### src/hw/rtl/ttad_pkg.sv
// Shared types and constants for the teletext attribute decoder.
// Holds the control-code values, the classified item passed from front to back and the op codes.
// Depends on nothing; every other file refers to it by scoped names.
package ttad_pkg;

  // Control codes, taken from the low five bits of a byte whose bit 7 is clear.
  localparam logic [4:0] CC_ALPHA_FIRST = 5'd1;
  localparam logic [4:0] CC_ALPHA_LAST  = 5'd7;
  localparam logic [4:0] CC_FLASH       = 5'd8;
  localparam logic [4:0] CC_STEADY      = 5'd9;
  localparam logic [4:0] CC_NORMAL_HT   = 5'd12;
  localparam logic [4:0] CC_DOUBLE_HT   = 5'd13;
  localparam logic [4:0] CC_GFX_FIRST   = 5'd17;
  localparam logic [4:0] CC_GFX_LAST    = 5'd23;
  localparam logic [4:0] CC_CONCEAL     = 5'd24;
  localparam logic [4:0] CC_CONTIG      = 5'd25;
  localparam logic [4:0] CC_SEPAR       = 5'd26;
  localparam logic [4:0] CC_BLACK_BG    = 5'd28;
  localparam logic [4:0] CC_NEW_BG      = 5'd29;

  // Printable range and glyph ROM layout.
  localparam logic [6:0] SPACE_CODE    = 7'h20;
  localparam logic [6:0] GFX_LOW_FIRST = 7'd64;
  localparam logic [6:0] GFX_MAP_FIRST = 7'd96;
  localparam logic [7:0] BASE_TEXT     = 8'd0;
  localparam logic [7:0] BASE_CONTIG   = 8'd96;
  localparam logic [7:0] BASE_SEPAR    = 8'd160;
  localparam logic [2:0] WHITE         = 3'd7;
  localparam logic [2:0] BLACK         = 3'd0;

  // Queue depth between the front and the back.
  localparam int unsigned QUEUE_DEPTH = 2;
  localparam int unsigned QPTR_W      = $clog2(QUEUE_DEPTH);
  localparam int unsigned QCNT_W      = $clog2(QUEUE_DEPTH + 1);

  // Attribute operation picked by the front for one byte.
  typedef enum logic [3:0] {
    OP_PRINT,
    OP_TEXT_COL,
    OP_GFX_COL,
    OP_FLASH,
    OP_STEADY,
    OP_NORMAL_HT,
    OP_DOUBLE_HT,
    OP_CONCEAL,
    OP_CONTIG,
    OP_SEPAR,
    OP_BLACK_BG,
    OP_NEW_BG
  } op_e;

  // Glyph set currently selected.
  typedef enum logic [1:0] {
    SET_TEXT,
    SET_CONTIG,
    SET_SEPAR
  } gset_e;

  // One classified byte as it waits in the queue.
  typedef struct packed {
    op_e        op;
    logic       inverse;
    logic [6:0] disp;
    logic       set_col;
    logic [2:0] colour;
    logic       row_start;
    logic       row_dbl;
    logic       flash_phase;
  } item_t;

endpackage

### src/hw/rtl/ttad_front.sv
// Front of the teletext attribute decoder: classifies each incoming byte.
// Produces a ttad_pkg::item_t with the attribute op, display code and colour load.
// Depends on ttad_pkg.
module ttad_front (
  input  logic [7:0]     char_code_i,
  input  logic           row_start_i,
  input  logic           row_has_double_i,
  input  logic           flash_phase_i,
  output ttad_pkg::item_t item_o
);

  logic       inv;
  logic [6:0] low7;
  ttad_pkg::op_e op;

  assign inv  = char_code_i[7];
  assign low7 = char_code_i[6:0];

  // Decode control codes; they only act while bit 7 is clear.
  always_comb begin
    op = ttad_pkg::OP_PRINT;
    if (!inv && (low7 < ttad_pkg::SPACE_CODE)) begin
      unique case (low7[4:0]) inside
        [ttad_pkg::CC_ALPHA_FIRST:ttad_pkg::CC_ALPHA_LAST]: op = ttad_pkg::OP_TEXT_COL;
        ttad_pkg::CC_FLASH:                               op = ttad_pkg::OP_FLASH;
        ttad_pkg::CC_STEADY:                              op = ttad_pkg::OP_STEADY;
        ttad_pkg::CC_NORMAL_HT:                           op = ttad_pkg::OP_NORMAL_HT;
        ttad_pkg::CC_DOUBLE_HT:                           op = ttad_pkg::OP_DOUBLE_HT;
        [ttad_pkg::CC_GFX_FIRST:ttad_pkg::CC_GFX_LAST]:   op = ttad_pkg::OP_GFX_COL;
        ttad_pkg::CC_CONCEAL:                             op = ttad_pkg::OP_CONCEAL;
        ttad_pkg::CC_CONTIG:                              op = ttad_pkg::OP_CONTIG;
        ttad_pkg::CC_SEPAR:                               op = ttad_pkg::OP_SEPAR;
        ttad_pkg::CC_BLACK_BG:                            op = ttad_pkg::OP_BLACK_BG;
        ttad_pkg::CC_NEW_BG:                              op = ttad_pkg::OP_NEW_BG;
        default:                                          op = ttad_pkg::OP_PRINT;
      endcase
    end
  end

  // Assemble the item. Anything below a space displays as a space, and an inverse
  // byte whose low seven bits are a colour value still loads the text colour.
  always_comb begin
    item_o.op          = op;
    item_o.inverse     = inv;
    item_o.disp        = (low7 < ttad_pkg::SPACE_CODE) ? ttad_pkg::SPACE_CODE : low7;
    item_o.set_col     = (op == ttad_pkg::OP_TEXT_COL) || (op == ttad_pkg::OP_GFX_COL) ||
                         (inv && (low7 <= 7'd7));
    item_o.colour      = char_code_i[2:0];
    item_o.row_start   = row_start_i;
    item_o.row_dbl     = row_has_double_i;
    item_o.flash_phase = flash_phase_i;
  end

endmodule

### src/hw/rtl/ttad_queue.sv
// Short queue between the front and the back of the teletext attribute decoder.
// Holds classified items so that each side can stall on its own.
// Depends on ttad_pkg.
module ttad_queue (
  input  logic            clk_i,
  input  logic            rst_ni,
  input  logic            push_i,
  input  ttad_pkg::item_t push_item_i,
  output logic            full_o,
  input  logic            pop_i,
  output logic            avail_o,
  output ttad_pkg::item_t head_o
);

  ttad_pkg::item_t                     mem_q [ttad_pkg::QUEUE_DEPTH];
  logic [ttad_pkg::QPTR_W-1:0]         wr_ptr_q, wr_ptr_d;
  logic [ttad_pkg::QPTR_W-1:0]         rd_ptr_q, rd_ptr_d;
  logic [ttad_pkg::QCNT_W-1:0]         count_q, count_d;

  assign full_o  = (count_q == ttad_pkg::QCNT_W'(ttad_pkg::QUEUE_DEPTH));
  assign avail_o = (count_q != '0);
  assign head_o  = mem_q[rd_ptr_q];

  // Pointer and fill count update; a beat may enter while another leaves in the same cycle.
  always_comb begin
    wr_ptr_d = wr_ptr_q;
    rd_ptr_d = rd_ptr_q;
    count_d  = count_q;
    if (push_i) begin
      wr_ptr_d = (wr_ptr_q == ttad_pkg::QPTR_W'(ttad_pkg::QUEUE_DEPTH - 1)) ? '0
                                                                            : wr_ptr_q + 1'b1;
    end
    if (pop_i) begin
      rd_ptr_d = (rd_ptr_q == ttad_pkg::QPTR_W'(ttad_pkg::QUEUE_DEPTH - 1)) ? '0
                                                                            : rd_ptr_q + 1'b1;
    end
    if (push_i && !pop_i) begin
      count_d = count_q + 1'b1;
    end else if (!push_i && pop_i) begin
      count_d = count_q - 1'b1;
    end
  end

  always_ff @(posedge clk_i or negedge rst_ni) begin
    if (!rst_ni) begin
      wr_ptr_q <= '0;
      rd_ptr_q <= '0;
      count_q  <= '0;
    end else begin
      wr_ptr_q <= wr_ptr_d;
      rd_ptr_q <= rd_ptr_d;
      count_q  <= count_d;
    end
  end

  // Storage needs no reset; entries are only read once written.
  always_ff @(posedge clk_i) begin
    if (push_i) begin
      mem_q[wr_ptr_q] <= push_item_i;
    end
  end

endmodule

### src/hw/rtl/ttad_back.sv
// Back of the teletext attribute decoder: keeps the serial attribute state.
// Applies each queued item to the state and registers glyph index, colours and height flag.
// Depends on ttad_pkg.
module ttad_back (
  input  logic            clk_i,
  input  logic            rst_ni,
  input  logic            avail_i,
  input  ttad_pkg::item_t item_i,
  output logic            pop_o,
  output logic            out_valid_o,
  input  logic            out_ready_i,
  output logic [7:0]      glyph_index_o,
  output logic [2:0]      fore_colour_o,
  output logic [2:0]      back_colour_o,
  output logic            tall_flag_o
);

  // Attribute state.
  logic [2:0]      text_col_q, text_col_d;
  logic [2:0]      back_col_q, back_col_d;
  ttad_pkg::gset_e gset_q, gset_d;
  logic            sep_q, sep_d;
  logic            dbl_q, dbl_d;
  logic            conceal_q, conceal_d;
  logic            flash_q, flash_d;

  // Output register.
  logic       out_valid_q;
  logic [7:0] glyph_q, glyph_d;
  logic [2:0] fg_q, fg_d;
  logic [2:0] bg_q, bg_d;
  logic       tall_q;

  // State as seen after the row start reset.
  logic [2:0]      cur_text, cur_back;
  ttad_pkg::gset_e cur_gset;
  logic            cur_sep, cur_dbl, cur_conceal, cur_flash;

  logic [6:0] code;
  logic [7:0] base;

  assign pop_o = avail_i && (!out_valid_q || out_ready_i);

  // Row start loads the reset state before the byte acts.
  always_comb begin
    if (item_i.row_start) begin
      cur_text    = ttad_pkg::WHITE;
      cur_back    = ttad_pkg::BLACK;
      cur_gset    = ttad_pkg::SET_TEXT;
      cur_sep     = 1'b0;
      cur_dbl     = item_i.row_dbl;
      cur_conceal = 1'b0;
      cur_flash   = 1'b0;
    end else begin
      cur_text    = text_col_q;
      cur_back    = back_col_q;
      cur_gset    = gset_q;
      cur_sep     = sep_q;
      cur_dbl     = dbl_q;
      cur_conceal = conceal_q;
      cur_flash   = flash_q;
    end
  end

  // Apply the attribute op.
  always_comb begin
    back_col_d = cur_back;
    gset_d     = cur_gset;
    sep_d      = cur_sep;
    dbl_d      = cur_dbl;
    conceal_d  = cur_conceal;
    flash_d    = cur_flash;
    unique case (item_i.op)
      ttad_pkg::OP_PRINT:     ;
      ttad_pkg::OP_TEXT_COL:  gset_d = ttad_pkg::SET_TEXT;
      ttad_pkg::OP_GFX_COL:   gset_d = cur_sep ? ttad_pkg::SET_SEPAR : ttad_pkg::SET_CONTIG;
      ttad_pkg::OP_FLASH:     flash_d = 1'b1;
      ttad_pkg::OP_STEADY:    flash_d = 1'b0;
      ttad_pkg::OP_NORMAL_HT: dbl_d = 1'b0;
      ttad_pkg::OP_DOUBLE_HT: dbl_d = 1'b1;
      ttad_pkg::OP_CONCEAL:   conceal_d = 1'b1;
      ttad_pkg::OP_CONTIG: begin
        sep_d = 1'b0;
        if (cur_gset != ttad_pkg::SET_TEXT) gset_d = ttad_pkg::SET_CONTIG;
      end
      ttad_pkg::OP_SEPAR: begin
        sep_d = 1'b1;
        if (cur_gset != ttad_pkg::SET_TEXT) gset_d = ttad_pkg::SET_SEPAR;
      end
      ttad_pkg::OP_BLACK_BG:  back_col_d = ttad_pkg::BLACK;
      ttad_pkg::OP_NEW_BG:    back_col_d = cur_text;
      default:                ;
    endcase
    // A colour code takes effect from the next cell.
    text_col_d = item_i.set_col ? item_i.colour : cur_text;
  end

  // Colours: the background change shows on its own cell, the text colour does not.
  always_comb begin
    fg_d = item_i.inverse ? ~cur_text   : cur_text;
    bg_d = item_i.inverse ? ~back_col_d : back_col_d;
  end

  // Glyph index: conceal, graphics remapping, then flash blanking.
  always_comb begin
    code = conceal_d ? ttad_pkg::SPACE_CODE : item_i.disp;
    unique case (gset_d)
      ttad_pkg::SET_CONTIG: base = ttad_pkg::BASE_CONTIG;
      ttad_pkg::SET_SEPAR:  base = ttad_pkg::BASE_SEPAR;
      default:              base = ttad_pkg::BASE_TEXT;
    endcase
    if (gset_d != ttad_pkg::SET_TEXT) begin
      if (code >= ttad_pkg::GFX_MAP_FIRST) begin
        code = code - 7'd32;
      end else if (code >= ttad_pkg::GFX_LOW_FIRST) begin
        base = ttad_pkg::BASE_TEXT;
      end
    end
    if (flash_d && item_i.flash_phase) begin
      code = ttad_pkg::SPACE_CODE;
    end
    glyph_d = {1'b0, code} - {1'b0, ttad_pkg::SPACE_CODE} + base;
  end

  // Control and attribute state registers.
  always_ff @(posedge clk_i or negedge rst_ni) begin
    if (!rst_ni) begin
      out_valid_q <= 1'b0;
      text_col_q  <= ttad_pkg::WHITE;
      back_col_q  <= ttad_pkg::BLACK;
      gset_q      <= ttad_pkg::SET_TEXT;
      sep_q       <= 1'b0;
      dbl_q       <= 1'b0;
      conceal_q   <= 1'b0;
      flash_q     <= 1'b0;
    end else begin
      if (pop_o) begin
        out_valid_q <= 1'b1;
        text_col_q  <= text_col_d;
        back_col_q  <= back_col_d;
        gset_q      <= gset_d;
        sep_q       <= sep_d;
        dbl_q       <= dbl_d;
        conceal_q   <= conceal_d;
        flash_q     <= flash_d;
      end else if (out_ready_i) begin
        out_valid_q <= 1'b0;
      end
    end
  end

  // Result payload register.
  always_ff @(posedge clk_i) begin
    if (pop_o) begin
      glyph_q <= glyph_d;
      fg_q    <= fg_d;
      bg_q    <= bg_d;
      tall_q  <= dbl_d;
    end
  end

  assign out_valid_o   = out_valid_q;
  assign glyph_index_o = glyph_q;
  assign fore_colour_o = fg_q;
  assign back_colour_o = bg_q;
  assign tall_flag_o   = tall_q;

endmodule

### src/hw/rtl/teletext_attribute_decoder.sv
// Teletext attribute decoder, top level: one character byte in, one glyph beat out.
// A beat accepted into the queue waits there until the back stage pops it and registers the
// result. Throughput: one beat per cycle unless the output stalls, set by the single attribute
// update in the back stage. Input ready depends only on the two-entry queue having room.
// Reset (asynchronous, active low) empties the queue and output register and loads the
// row reset attributes: white text, black background, text glyphs, all modes off.
module teletext_attribute_decoder (
  input  logic       clk_i,
  input  logic       rst_ni,
  input  logic       in_valid_i,
  output logic       in_ready_o,
  input  logic [7:0] char_code_i,
  input  logic       row_start_i,
  input  logic       row_has_double_i,
  input  logic       flash_phase_i,
  output logic       out_valid_o,
  input  logic       out_ready_i,
  output logic [7:0] glyph_index_o,
  output logic [2:0] fore_colour_o,
  output logic [2:0] back_colour_o,
  output logic       tall_flag_o
);

  ttad_pkg::item_t front_item;
  ttad_pkg::item_t head_item;
  logic            q_full;
  logic            q_avail;
  logic            q_pop;

  assign in_ready_o = !q_full;

  // Classify the byte.
  ttad_front u_front (
    .char_code_i      (char_code_i),
    .row_start_i      (row_start_i),
    .row_has_double_i (row_has_double_i),
    .flash_phase_i    (flash_phase_i),
    .item_o           (front_item)
  );

  // Decouple front and back.
  ttad_queue u_queue (
    .clk_i       (clk_i),
    .rst_ni      (rst_ni),
    .push_i      (in_valid_i && !q_full),
    .push_item_i (front_item),
    .full_o      (q_full),
    .pop_i       (q_pop),
    .avail_o     (q_avail),
    .head_o      (head_item)
  );

  // Apply attributes and drive the result.
  ttad_back u_back (
    .clk_i         (clk_i),
    .rst_ni        (rst_ni),
    .avail_i       (q_avail),
    .item_i        (head_item),
    .pop_o         (q_pop),
    .out_valid_o   (out_valid_o),
    .out_ready_i   (out_ready_i),
    .glyph_index_o (glyph_index_o),
    .fore_colour_o (fore_colour_o),
    .back_colour_o (back_colour_o),
    .tall_flag_o   (tall_flag_o)
  );

endmodule
### config.mk
export PLATFORM = sky130hd
export DESIGN_NAME = teletext_attribute_decoder
export DESIGN_NICKNAME = d
export VERILOG_FILES = /design/src/hw/rtl/ttad_pkg.sv /design/src/hw/rtl/ttad_front.sv /design/src/hw/rtl/ttad_queue.sv /design/src/hw/rtl/ttad_back.sv /design/src/hw/rtl/teletext_attribute_decoder.sv
export SDC_FILE = /design/constraint.sdc
export NUM_CORES = 1
export LEC_CHECK = 0
export ABC_AREA = 1
export ABC_CLOCK_PERIOD_IN_PS = 6800
export BUFFER_PORTS_ARGS = -buffer_cell sky130_fd_sc_hd__buf_2
export CAP_MARGIN = 25
export CORE_UTILIZATION = 35
export CTS_BUF_LIST = sky130_fd_sc_hd__clkbuf_16
export CTS_CLUSTER_DIAMETER = 40
export DETAILED_ROUTE_END_ITERATION = 8
export GPL_TIMING_DRIVEN = 0
export PLACE_DENSITY = 0.5
export SYNTH_ARGS = -nofsm -noshare
export SYNTH_HDL_FRONTEND = slang
export SYNTH_HIERARCHICAL = 1
export SYNTH_SLANG_ARGS = --single-unit
### constraint.sdc
create_clock -name clk_i -period 6.8 [get_ports clk_i]
set_input_delay 0.68 -clock clk_i [delete_from_list [all_inputs] [get_ports clk_i]]
set_output_delay 0.68 -clock clk_i [all_outputs]
set_load 0.02 [all_outputs]
Word level (Yosys, flattened, before mapping). Memories as Yosys holds them, arrays and structs flattened. Cells that the tools add are included.

Equality and inequality tests: 25. Reduce and logical (&&, ||, !) cells: 22. Bitwise gates (word level): 2. Add/subtract/negate cells: 7. Mux-type cells: 38. Order comparisons: 8.

Operators with widths (count): 4-bit case mux with 11 select lines (1); 7-bit two-way mux (5); 5-bit equality test (second input constant) (5); 8-bit two-way mux (3); 5-bit by 4-bit equality test with 1-bit output (second input constant) (4); 4-bit by 3-bit equality test with 1-bit output (second input constant) (4); 4-bit equality test (second input constant) (4); 8-bit case mux with 2 select lines (1); 3-bit two-way mux (5); 7-bit >= comparator (second input constant) (2); 4-bit by 2-bit equality test with 1-bit output (second input constant) (3); 2-bit two-way mux (6); 1-bit two-way mux (11); 2-bit nonzero test (5); 1-bit logical AND (9); 8-bit adder (1); 4-bit by 1-bit equality test with 1-bit output (second input constant) (2); 2-bit case mux with 4 select lines (1); 7-bit by 6-bit subtractor with 8-bit output (second input constant) (1); 7-bit by 3-bit less-or-equal comparator with 1-bit output (second input constant) (1); 7-bit by 6-bit < comparator with 1-bit output (second input constant) (1); 7-bit by 6-bit subtractor with 7-bit output (second input constant) (1); 3-bit inverter (2); 1-bit case mux with 2 select lines (3); other kinds (13) (21).

Register bits: 32. Output and inout port bits: 17. Word-level logic and storage cells: 118. Memories: 1. Input port bits: 15. RAM bits: 38.

Memories: u_queue.mem_q (depth 2, width 19, rd ports 1, clocked after memory_dff 0, wr ports 1, RTL line ttad_queue.sv:15) `ttad_pkg::item_t mem_q [ttad_pkg::QUEUE_DEPTH];`.

Longest topological paths before layout. An unclocked memory read counts as a cell.

Depth in word-level cells: 11. Gate-level depth with buffers: 20. Depth with buffers taken out: 19.

Cells and area by module. Netlist, hierarchy kept.

By module, submodules not included: ttad_queue (seq. area each 1241.2 µm², cells an instance 84, area an instance 1655.3 µm², times used 1); ttad_back (seq. area each 779.5 µm², cells an instance 176, area an instance 1529.0 µm², times used 1); ttad_front (seq. area each 0.0 µm², cells an instance 72, area an instance 337.8 µm², times used 1); teletext_attribute_decoder (seq. area each 0.0 µm², cells an instance 3, area an instance 13.8 µm², times used 1).

Least setup slack after synthesis. Ideal clock, no wire load.

Path kind: reg2reg. From: register u_queue.rd_ptr_q. To: register u_back.glyph_q[7] (netlist: u_back/glyph_index_o[7]) (data pin). Setup time: 252 ps. Period minus slack after synthesis: 2944 ps. Path buffers: 2. Required time: 6548 ps. Cell stages (with the launch flop): 21. Path slack: 3856 ps. Arrival: 2692 ps. Cells stage by stage: dfrtp_1 -> buf_6 -> mux2_4 -> buf_2 -> inv_1 -> o21ai_0 -> nor2_1 -> nor2_1 -> nand2_1 -> inv_1 -> ha_1 -> inv_1 -> nand4_2 -> nand2_1 -> ha_1 -> inv_1 -> ha_1 -> xor2_1 -> inv_1 -> nand3_1 -> nand2_1.

RTL lines: from (decl) (RTL line ttad_queue.sv:17) `logic [ttad_pkg::QPTR_W-1:0] rd_ptr_q, rd_ptr_d;`; from (signal assigned) (RTL line ttad_queue.sv:51) `rd_ptr_q <= rd_ptr_d;`; to (signal assigned) (RTL line ttad_back.sv:155) `glyph_q <= glyph_d;`; to (decl) (RTL line ttad_back.sv:29) `logic [7:0] glyph_q, glyph_d;`.

==> impl_metrics.yaml <==
outcome:
  status: "finished, final reports clean"
drt:
  avgRoutedWirePerCell_microns: 12.19
  drt_pass1_iterations: 4
  wl_met1_microns: 3023
  dr_wl_met3_microns: 188
  antenna_left: 0
  drt_iter0_drc: 73
  post-route-drc-count: 0
  totalWireLength_microns: 6256
  topRoutingLayerUsed: "met4"
  wl_met2_microns: 2925
  vias: 2302
  viasPerCell: 4.487
power_and_ir_drop:
  powerDensity_mw_per_mm2: 469.7
  intPower_mw: 1.275
  p_clk_share_pct: 25.5
  switching_share_pct: 35.14
  p_leak_nw: 1.880
  vdd_drop_max_v: 0.0001916
  pwr-share-seq_pct: 36.1
  switching_power_mw: 0.6905
  combPwrFrac_pct: 38.4
clock_tree:
  worst_setup_hold_path_clk_slew_ns: 0.06
  cts_setup_buffers: 0
  clock-root-buffer: "clkbuf_16"
  cts_tree: "yes"
  clock_latency_ns: 0.33
  cts.repair.resized: 0
  cts-htree-levels: 3
  cts_sinks: 70
  numCtsBuffers: 9
  hold_buffers: 0
  clock_tree.buffer_depth: 2
cells_and_area:
  fin_util_pct: 42.81
  final_nets: 397
  drive_gt1_share_pct: 25.26
  fill_cells: 950
  synthToLayoutAreaGrowth_pct: 18.33
  final_common_cell: "nand2_1"
  layout_common_cells: "nand2_1, edfxtp_1, inv_1, nor2_1, buf_2"
  diodes: 0
place:
  port_buffers: 28
  place_ws_ns: 3.477
  place_hpwl_microns: 4425
  gp_congestion: 0.7917
die:
  die_w_microns: 102.5
  dieArea_sq_mm: 0.01051
  start_util_pct: 36.18
  row_count: 36
  die_h_microns: 102.5
  ios: 32
  core_sq_mm: 0.009774
worst_setup_path:
  worstPathCellList: "buf_6 -> mux2_4 -> buf_2 -> inv_1 -> o21ai_0 -> nor2_1 -> nor2_1 -> nand2_1 -> inv_1 -> ha_1 -> inv_1 -> nand4_2 -> nand2_1 -> ha_1 -> inv_1 -> ha_1 -> xor2_1 -> inv_1 -> nand3_1 -> nand2_1"
  crit_buf_inv: 7
  cp.required_ns: 6.89
  path_class: "flip-flop to flip-flop"
  cpMaxStageDelayCell: "dfrtp_1"
  worst_r2r_endpoint: "u_back/glyph_index_o[7]"
  reg2reg_from: "u_queue/rd_ptr_q"
  path_delay_family: "buffers and inverters"
  r2r_cells: 20
  rrSetupSlack_ns: 3.46
  crit_fanout: 10
  cp_common_cell: "inv_1"
  startpoint_type: "flip-flop"
  slowest_delay_ns: 0.37
  cp-end-kind: "flip-flop"
  cp.arrival_ns: 3.43
timing:
  fin_skew_ns: 0.006236
  setup_violations: 0
  relSlewSlack_pct: 46.85
  rsz0062_at_grt: "no"
  fin_crit_sh_pct: 49.08
  postLayoutSetupSlackWorst_ns: 3.462
  timing.setup.tns_ns: 0
  hold_viol: 0
  final-max-slew-violation-count: 0
  fmax_mhz: 299.6
  fin_crit_ns: 3.338
  tightest_slew_ns: 0.7963
synth:
  async_flop_share_pct: 24.29
  syn_area_sq_mm: 0.003536
  ys.warnings.count: 6
  synthCells: 335
  syn_area_per_cell_sq_um: 10.55
  ys_seq_area_share_pct: 57.15
  synth_nets: 357
  yosysUniqueCellTypes: 29
  synth_edf_count: 53
  ys_seq_elements: 70
  ys.flop_type: "edfxtp_1"
job:
  maxCapViolCount: 0
grt:
  grt_overflow: 0
  track_usage_pct: 13.04
  grt_pass1_vias: 2172
  grt_pass1_wl_microns: 10100
  antenna_found_initial: 0
  grt_max_degree: 27
worst_hold_path:
  hp-class: "input port to async pin"
how the worst max path moves through the flow:
stage / startpoint / endpoint / slack [ns] / cells past startpoint
2_1_floorplan: u_queue/rd_ptr_q / u_back/glyph_index_o[7] / 3.86 / 20
3_3_place_gp: u_queue/rd_ptr_q / u_back/glyph_index_o[7] / 3.52 / 20
3_5_place_dp: u_queue/rd_ptr_q / u_back/glyph_index_o[7] / 3.48 / 20
4_1_cts: u_queue/rd_ptr_q / u_back/glyph_index_o[7] / 3.44 / 20
5_1_grt: u_queue/rd_ptr_q / u_back/glyph_index_o[7] / 3.14 / 20
6_report: u_queue/rd_ptr_q / u_back/glyph_index_o[7] / 3.46 / 20
cells in the mapped netlist, types with 2 or more instances:
master	number	area share, %
a21oi_1	5	0.71
buf_2	2	0.28
buf_4	7	1.5
buf_6	2	0.64
clkbuf_1	2	0.21
dfrtp_1	14	9.9
dfstp_2	3	2.2
edfxtp_1	53	45
ha_1	7	2.5
inv_1	44	4.7
inv_2	4	0.42
mux2_4	19	8.1
nand2_1	70	7.4
nand2_2	2	0.35
nand3_1	18	2.5
nand4_1	5	0.88
nor2_1	39	4.1
nor2_2	2	0.35
nor2_4	5	1.6
nor3_1	2	0.28
o211ai_1	4	0.85
o21a_1	3	0.64
o21ai_0	7	0.99
o21ai_2	3	0.74
xor2_1	9	2.2
final cells by class:
class                   count  area [sq um]  area share (%)
plain buffers              13         92.59           2.213
clock buffers               9         225.2           5.383
clock inverters             7         98.84           2.362
inverters                  49         183.9           4.396
multi-input cells         203          1241           29.67
flip-flops and latches     70          2021           48.30
well taps                 133         166.4           3.977
repair buffers             29         155.1           3.708
power groups by stage:
| stage | clock, mW | combinational (mW) | sequential [mW] |
|---|---|---|---|
| 2_1_floorplan | 0 | 0.512 | 0.778 |
| 3_5_place_dp | 0 | 0.765 | 0.718 |
| 6_report | 0.502 | 0.755 | 0.709 |
| 5_1_grt | 0.531 | 0.851 | 0.724 |
| 3_3_place_gp | 0 | 0.750 | 0.713 |
| 4_1_cts | 0.514 | 0.769 | 0.711 |
kinds of logic after synthesis:
| family | after synthesis | share of synthesized area, % |
|---|---|---|
| and+or+nand+nor | 144 | 17.94 |
| DFF | 70 | 57.15 |
| buffers and inverters | 62 | 7.820 |
| AOI/OAI and AO/OA | 23 | 4.069 |
| muxes | 19 | 8.068 |
| xor gates and xnor gates | 10 | 2.477 |
| adders and majority gates | 7 | 2.477 |
per-stage QoR:
| step | hold slack (ns) | instances | power [mW] | instance area (sq um) |
|---|---|---|---|---|
| after floorplan | 0.3844 | 335 | 1.290 | 3536 |
| after global placement | 0.4536 | 496 | 1.463 | 3842 |
| after detailed placement | 0.4713 | 497 | 1.483 | 3860 |
| after CTS | 0.2919 | 513 | 1.994 | 4184 |
| after global routing | 0.2979 | 513 | 2.107 | 4184 |
| final | 0.2749 | 513 | 1.965 | 4184 |
worst register-to-register path, delay by kind of cell, from the launching register on:
kind | cells | cell delay [ns]
buffers and inverters | 7 | 0.83
AO/OA/AOI/OAI | 1 | 0.16
XOR/XNOR | 1 | 0.20
flip-flops | 1 | 0.37
multiplexers | 1 | 0.32
AND/OR/NAND/NOR | 7 | 0.66
adder cells (fa/ha/maj) | 3 | 0.56
sequential cells by signal, summed over array words and instances (netlist names):
signal	flops
u_queue/rd_ptr_q	1
u_queue/wr_ptr_q	1
u_back/out_valid_o	1
u_back/conceal_q	1
u_back/sep_q	1
u_back/flash_q	1
u_back/dbl_q	1
u_back/back_col_q	3
u_back/gset_q	2
u_queue/mem_q	38
u_back/fore_colour_o	3
u_back/back_colour_o	3
u_back/text_col_q	3
u_back/tall_flag_o	1
u_queue/count_q	2
u_back/glyph_index_o	8
per-layer routing:
layer,up-vias,track usage (%)
met5,-,0
met4,0,6.264
met3,11,3.051
met2,35,21.33
met1,1084,16.28
li1,1172,-
Note: power is estimated with default switching activity, not from simulation.
